<file path="src/vte_pkg.sv">
// shared types and constants for the vertex transform engine
`default_nettype none

package vte_pkg;

   localparam int VTE_FRAC_BITS = 16;
   localparam int DATA_W        = 32;
   localparam int PROD_W        = 2 * DATA_W;
   localparam int ACC_W         = PROD_W + 2;
   localparam int N_LANES       = 4;
   localparam int N_ELEMS       = N_LANES * N_LANES;
   localparam int MODE_W        = 2;
   localparam int IDX_W         = 4;

   localparam logic [MODE_W-1:0] MODE_LOAD  = 2'd0;
   localparam logic [MODE_W-1:0] MODE_POINT = 2'd1;
   localparam logic [MODE_W-1:0] MODE_DIR   = 2'd2;
   localparam logic [MODE_W-1:0] MODE_FULL  = 2'd3;

   // stage enables handed to every lane
   typedef struct packed {
      logic prod_en;
      logic sum_en;
   } lane_ctrl_type;

   // one lane's finished component
   typedef struct packed {
      logic [DATA_W-1:0] res;
      logic              sat;
   } lane_out_type;

endpackage

`default_nettype wire

</file>
<file path="src/vte_merge.sv">
// gathers x/y/z (w too if full) into the output register and flags saturation
`default_nettype none

module vte_merge (
   input  wire                          clock,
   input  wire                          reset,
   input  wire                          in_valid,
   input  wire                          in_full,
   input  wire vte_pkg::lane_out_type   lanes [vte_pkg::N_LANES],
   output logic                         in_ready,
   output logic                         out_valid,
   input  wire                          out_ready,
   output logic [vte_pkg::N_LANES*vte_pkg::DATA_W-1:0] out_data,
   output logic                         out_sat
);

   logic                                          valid_ff;
   logic                                          valid_in;
   logic [vte_pkg::N_LANES*vte_pkg::DATA_W-1:0]   data_ff;
   logic [vte_pkg::N_LANES*vte_pkg::DATA_W-1:0]   data_in;
   logic                                          sat_ff;
   logic                                          sat_in;

   assign in_ready = !valid_ff || out_ready;
   assign valid_in = in_ready ? in_valid : valid_ff;

   always_comb begin
      sat_in  = 1'b0;
      data_in = '0;
      for (int j = 0; j < vte_pkg::N_LANES - 1; j++) begin
         data_in[j*vte_pkg::DATA_W +: vte_pkg::DATA_W] = lanes[j].res;
         sat_in = sat_in | lanes[j].sat;
      end
      // w is only produced by the full homogeneous product
      if (in_full) begin
         data_in[(vte_pkg::N_LANES-1)*vte_pkg::DATA_W +: vte_pkg::DATA_W] =
            lanes[vte_pkg::N_LANES-1].res;
         sat_in = sat_in | lanes[vte_pkg::N_LANES-1].sat;
      end
   end

   always_ff @(posedge clock) begin
      if (reset) begin
         valid_ff <= 1'b0;
      end else begin
         valid_ff <= valid_in;
      end
   end

   always_ff @(posedge clock) begin
      if (in_ready) begin
         data_ff <= data_in;
         sat_ff  <= sat_in;
      end
   end

   assign out_valid = valid_ff;
   assign out_data  = data_ff;
   assign out_sat   = sat_ff;

endmodule

`default_nettype wire

</file>
<file path="config.mk">
export PLATFORM = sky130hd
export DESIGN_NAME = vte_merge
export DESIGN_NICKNAME = d
export VERILOG_FILES = /design/src/vte_pkg.sv /design/src/vte_merge.sv
export SDC_FILE = /design/constraint.sdc
export NUM_CORES = 1
export LEC_CHECK = 0
export BUFFER_PORTS_ARGS = -buffer_cell sky130_fd_sc_hd__buf_2
export CORE_AREA = 2 2 82 144
export CTS_CLUSTER_SIZE = 16
export DETAILED_ROUTE_END_ITERATION = 6
export DIE_AREA = 0 0 84 146
export PLACE_DENSITY = 0.75
export SYNTH_ARGS = -nofsm -noshare
export SYNTH_HDL_FRONTEND = slang
export SYNTH_SLANG_ARGS = --single-unit
</file>
<file path="constraint.sdc">
create_clock -name clock -period 4.2 [get_ports clock]
set_clock_uncertainty 0.05 [all_clocks]
set_input_delay 0.42 -clock clock [delete_from_list [all_inputs] [get_ports clock]]
set_output_delay 0.42 -clock clock [all_outputs]
set_load 0.01 [all_outputs]
</file>
==> results of run 1 <==
Yosys cell counts (all sizes together):
cell type	instances
edfxtp	129
and2	32
clkbuf	3
a2111o	1
a21oi	1
dfxtp	1
inv	1
nand2b	1
per-stage QoR:
stage,hold WS (ns),power (mW),instances
3_3_place_gp,0.5289,1.817,566
3_5_place_dp,0.5414,1.828,566
2_1_floorplan,0.4391,1.668,169
4_1_cts,0.1113,3.259,598
6_report,0.1366,3.214,599
5_1_grt,0.1170,3.330,599
sequential cells by signal, indices dropped and copies added, names as in the netlist:
signal	flops
out_data	128
out_sat	1
out_valid	1
worst max-delay path by stage:
stage	cells past startpoint	to	slack (ns)
after floorplan	1	out_data[0]	0.01
after global placement	3	out_data[71]	2.21
after detailed placement	3	out_data[63]	2.13
after CTS	2	in_ready	1.97
after global routing	2	in_ready	1.88
final	2	in_ready	2.03
area by class of cell:
type,count,area share
Antenna cell,1,0.0004012
Clock buffer,17,0.06820
Clock inverter,15,0.02528
Inverter,1,0.0006018
Multi-Input combinational cell,35,0.03731
Sequential cell,130,0.6243
Tap cell,132,0.02648
Timing Repair Buffer,268,0.2175
worst register-to-register path, delay by kind of cell, from the launching register on:
family / cells / cell delay, ns
AND/OR/NAND/NOR: 1 / 0.66
buffers and inverters: 1 / 0.46
flip-flops: 1 / 0.33
kinds of logic (layout without fill, tap and decap cells):
family / count (synthesis) / in the layout / synth area share
AO/OA/AOI/OAI: 2 / 2 / 0.003930
buffers and inverters: 4 / 301 / 0.004534
flip-flops: 130 / 130 / 0.9410
other: 0 / 1 / 0
AND/OR/NAND/NOR: 33 / 33 / 0.05050
power groups by stage:
stage / clock network [mW] / registers (mW) / logic (mW)
floorplan: 0 / 1.64 / 0.0293
detailed placement: 0 / 1.58 / 0.248
CTS: 1.46 / 1.55 / 0.248
global placement: 0 / 1.58 / 0.241
global route: 1.51 / 1.56 / 0.262
finish: 1.42 / 1.55 / 0.244
per-layer routing:
metal  vias up  global-route usage  part of all wire
met3        25             0.05899             0.075
met5         -                   0                 0
met4         0             0.09355             0.037
li1       1222                   -                 -
met1      1216              0.1776              0.37
met2       156              0.2708              0.52
==> flow_summary_export.csv, run 1 <==
group,metric,value,unit
cells_and_area,final_cell_area,6237,sq um
clocking,cts.reportedPaths.clkPinSlew,0.06,ns
logic_synthesis,synth.top_cell.area_share,0.9362,
setup_path,worst-setup-path-type,"reg2out",
setup_path,crit_fanout,71,
logic_synthesis,synth_seq_area_share,0.9410,
outcome,outcome,"completed",
drt,drcViolationCount,0,
clocking,post_cts_buffers,0,
clocking,clockBufferDepth,2,
power_and_ir_drop,cell_internal_pwr,2.520,mW
power_and_ir_drop,p_switching,0.6940,mW
setup_path,worstPathRequired,3.73,ns
logic_synthesis,synth_nets,306,
clocking,clock-root-buffer,"clkbuf_16",
die,die_area,12260,sq um
cells_and_area,multi_input_area,232.7,sq um
setup_path,reg2reg_slack,2.35,ns
global_routing,grt_pass1_vias,2848,
setup_path,cp-startpoint,"out_valid",
power_and_ir_drop,power_density,515.3,nW/um^2
timing,hold_violations,0,
cells_and_area,final_common_cell,"buf_2",
cells_and_area,fin_util,0.5650,
setup_path,cpPeakStageDelay,0.66,ns
place,dpl_worst_slack,2.132,ns
clocking,clock-sinks,130,
clocking,tritoncts,"done",
timing,slew_violations,0,
drt,drt_pre_antenna_iters,4,
timing,finalCriticalPeriod,2.173,ns
min_path,hold_end,"out_valid",
setup_path,cpLargestDelayFamily,"simple AND/OR/NAND/NOR gates",
drt,vias_per_cell,4.372,
logic_synthesis,synthCells,169,
cells_and_area,drive_above_1_share,0.6481,
cells_and_area,final_cell_mix,"267 x buf_2, 129 x edfxtp_1, 30 x and2_1",
setup_path,end_kind,"primary output",
die,dieHeight,146,um
logic_synthesis,avgSynthCellArea,24.48,sq um
drt,final_antenna_net_count,0,
die,rows,51,
setup_path,reg2reg_from,"out_valid",
setup_path,cp_slowest_cell,"nand2b_4",
power_and_ir_drop,ir_drop,0.0003189,V
clocking,cts.repair.resized,0,
timing,timing.final.crit_share,0.5173,
drt,wirelength,10.05,mm
setup_path,timing.critical_path.buf_inv,1,
cells_and_area,fill_cells,902,
global_routing,overflow,0,
logic_synthesis,synth_top_cell_by_area,"edfxtp_1",
clocking,numCtsBuffers,17,
logic_synthesis,synth_area,4138,sq um
timing,worstMarginPinSlew,0.9288,ns
clocking,htreeDepth,4,
drt,vias,2619,
timing,relSlewSlack,0.3808,
logic_synthesis,synth_area_leaders,"edfxtp_1 94%, and2_1 4.5%, dfxtp_1 0.48%, clkbuf_2 0.36%, and2_2 0.36%",
global_routing,antenna_found_initial,1,
die,die-width,84,um
timing,fin_ws,2.027,ns
min_path,whs_path_depth,2,
drt,post_drt_wl_per_cell,16.78,um
clocking,clock_latency,0.39,ns
global_routing,grt_start_max_net_pins,72,
timing,setup_viol,0,
drt,dr.first_iter.drc_count,114,
global_routing,grtUsageTotal,0.1628,
setup_path,r2r_end,"out_data[56]",
power_and_ir_drop,p_leak,2.828,nW
logic_synthesis,synth_warnings,0,
power_and_ir_drop,combPwrFrac,0.076,
cells_and_area,syn2layout_area_growth,50.74,%
setup_path,rr_worst_depth,2,
setup_path,crit_chain,"nand2b_4 -> buf_2",
place,io_buffer_count,267,
power_and_ir_drop,pwr-share-clk,0.441,
cells_and_area,nNetsFinal,590,
setup_path,worstPathArrival,1.70,ns
die,io_pins,268,
power_and_ir_drop,seq_power_share,0.483,
clocking,hold_buffers,0,
timing,fmax,0.4603,GHz
logic_synthesis,synth_cell_types,9,
timing,rsz0062_at_grt,"no",
timing,tns,0,ns
global_routing,grt_pass1_wl,14.95,mm
min_path,min_from,"reset",
min_path,hold_path.class,"in2reg",
place,gp_congestion,0.7653,
die,initial_utilization,0.3748,
logic_synthesis,synth-seq-cells,130,
place,placed_area,5652,sq um
setup_path,start_kind,"register",
flow_run,maxCapViolCount,0,
cells_and_area,regArea,3894,sq um
power_and_ir_drop,p_sw_frac,0.2159,
die,core-area,11040,sq um
(Power assumes the default switching activity.)
==> inputs of run 2 (changes only) <==
--- a/config.mk
+++ b/config.mk
@@ -5,12 +5,13 @@
 export SDC_FILE = /design/constraint.sdc
 export NUM_CORES = 1
 export LEC_CHECK = 0
+export ABC_AREA = 1
 export BUFFER_PORTS_ARGS = -buffer_cell sky130_fd_sc_hd__buf_2
-export CORE_AREA = 2 2 82 144
+export CORE_AREA = 2 2 104 106
 export CTS_CLUSTER_SIZE = 16
 export DETAILED_ROUTE_END_ITERATION = 6
-export DIE_AREA = 0 0 84 146
-export PLACE_DENSITY = 0.75
+export DIE_AREA = 0 0 106 108
+export PLACE_DENSITY = 0.78
 export SYNTH_ARGS = -nofsm -noshare
 export SYNTH_HDL_FRONTEND = slang
 export SYNTH_SLANG_ARGS = --single-unit
==> constraint.sdc (replaced) <==
create_clock -name clock -period 2.25 [get_ports clock]
set_clock_uncertainty 0.05 [all_clocks]
set_input_delay 0.225 -clock clock [delete_from_list [all_inputs] [get_ports clock]]
set_output_delay 0.225 -clock clock [all_outputs]
set_load 0.01 [all_outputs]
==> run 2 against run 1 <==
The run now fails in 4_1_cts. Synthesized cell count rose by 21%. Area after synthesis increased by 2.4%.
==> flow_summary_export.csv, run 2 <==
group,metric,value,unit
logic_synthesis,synth_nets,342,
clocking,cts.repair.resized,0,
place,gp_congestion,0.7477,
logic_synthesis,synth_top_cell_by_area,"edfxtp_1",
clocking,post_cts_buffers,0,
logic_synthesis,avgSynthCellArea,20.68,sq um
logic_synthesis,synth_cell_types,11,
logic_synthesis,synth-seq-cells,130,
die,rows,37,
place,io_buffer_count,267,
logic_synthesis,synthCells,205,
clocking,numCtsBuffers,17,
die,io_pins,268,
logic_synthesis,synthFlopType,"edfxtp_1",
die,initial_utilization,0.4143,
logic_synthesis,synth_area_leaders,"edfxtp_1 91%, inv_1 3.0%, nand2_1 2.6%, nand2_2 0.74%, buf_8 0.71%",
logic_synthesis,yosysMostFrequentCell,"edfxtp_1",
place,post-dp-hpwl,7.155,mm
clocking,clock-sinks,130,
clocking,htreeDepth,4,
logic_synthesis,synth_area,4239,sq um
logic_synthesis,synth.top_cell.area_share,0.9138,
logic_synthesis,synth_seq_area_share,0.9185,
clocking,clock-root-buffer,"clkbuf_8",
outcome,error,"[ERROR RSZ-0060] Max buffer count reached.",
die,die-width,106,um
place,dpl_worst_slack,0.7754,ns
clocking,clockBufferDepth,2,
logic_synthesis,synth_edf_count,129,
outcome,lastStage,"4_1_cts",
logic_synthesis,netlist_top_cells_count,"129 x edfxtp_1, 34 x inv_1, 29 x nand2_1",
logic_synthesis,async_flop_share,0,
logic_synthesis,synth_warnings,0,
clocking,hold_buffers,129,
outcome,outcome,"stopped before the end",
die,dieHeight,108,um
run 2: kinds of logic after synthesis:
| family | after synthesis | share of synthesized area |
|---|---|---|
| AND/OR/NAND/NOR | 36 | 0.03571 |
| buffers and inverters | 38 | 0.04457 |
| flip-flops | 130 | 0.9185 |
| AO/OA/AOI/OAI | 1 | 0.001180 |
run 2: stage by stage:
step / instances / utilization / hold slack, ns / area (sq um)
global placement: 610 / 0.5628 / 0.3299 / 5758
detailed placement: 610 / 0.5628 / 0.3375 / 5758
floorplan: 205 / - / 0.2441 / 4247
==> inputs of run 3 (changes only) <==
--- a/config.mk
+++ b/config.mk
@@ -7,11 +7,10 @@
 export LEC_CHECK = 0
 export ABC_AREA = 1
 export BUFFER_PORTS_ARGS = -buffer_cell sky130_fd_sc_hd__buf_2
-export CORE_AREA = 2 2 104 106
-export CTS_CLUSTER_SIZE = 16
+export CORE_AREA = 2 2 106 108
 export DETAILED_ROUTE_END_ITERATION = 6
-export DIE_AREA = 0 0 106 108
-export PLACE_DENSITY = 0.78
+export DIE_AREA = 0 0 108 110
+export PLACE_DENSITY_LB_ADDON = 0.15
 export SYNTH_ARGS = -nofsm -noshare
 export SYNTH_HDL_FRONTEND = slang
 export SYNTH_SLANG_ARGS = --single-unit
==> run 3 against run 2 <==
The run again fails in 4_1_cts. Synthesized cell count is the same. Area after synthesis unchanged.
==> flow_summary_export.csv, run 3 <==
group,metric,value,unit
logic_synthesis,synth_seq_area_share,0.9185,
place,placed_area,5753,sq um
clocking,hold_buffers,129,
logic_synthesis,yosysMostFrequentCell,"edfxtp_1",
clocking,clock-root-buffer,"clkbuf_8",
logic_synthesis,synth_cell_types,11,
outcome,outcome,"stopped before the end",
die,io_pins,268,
logic_synthesis,synth_area_leaders,"edfxtp_1 91%, inv_1 3.0%, nand2_1 2.6%, nand2_2 0.74%, buf_8 0.71%",
logic_synthesis,netlist_top_cells_count,"129 x edfxtp_1, 34 x inv_1, 29 x nand2_1",
logic_synthesis,avgSynthCellArea,20.68,sq um
place,io_buffer_count,267,
outcome,lastStage,"4_1_cts",
clocking,htreeDepth,4,
logic_synthesis,async_flop_share,0,
logic_synthesis,synthFlopType,"edfxtp_1",
outcome,error,"[ERROR RSZ-0060] Max buffer count reached.",
logic_synthesis,synth_top_cell_by_area,"edfxtp_1",
clocking,cts.repair.resized,0,
die,rows,38,
die,initial_utilization,0.3963,
logic_synthesis,synthCells,205,
die,dieHeight,110,um
clocking,numCtsBuffers,17,
logic_synthesis,synth_area,4239,sq um
place,dpl_worst_slack,0.7983,ns
clocking,clockBufferDepth,2,
place,gp_congestion,0.7069,
logic_synthesis,synth_edf_count,129,
logic_synthesis,synth-seq-cells,130,
die,die-width,108,um
clocking,clock-sinks,130,
place,post-dp-hpwl,7.383,mm
logic_synthesis,synth_warnings,0,
clocking,post_cts_buffers,0,
logic_synthesis,synth_nets,342,
logic_synthesis,synth.top_cell.area_share,0.9138,
[run 3: cell families after synthesis]
| family | synth area share |
|---|---|
| compound gates | 0.001180 |
| simple gates | 0.03571 |
| flops | 0.9185 |
| buf+inv | 0.04457 |
[run 3: metrics by stage]
step                instances  utilization
floorplan                 205            -
detailed placement        611       0.5378
global placement          611       0.5378
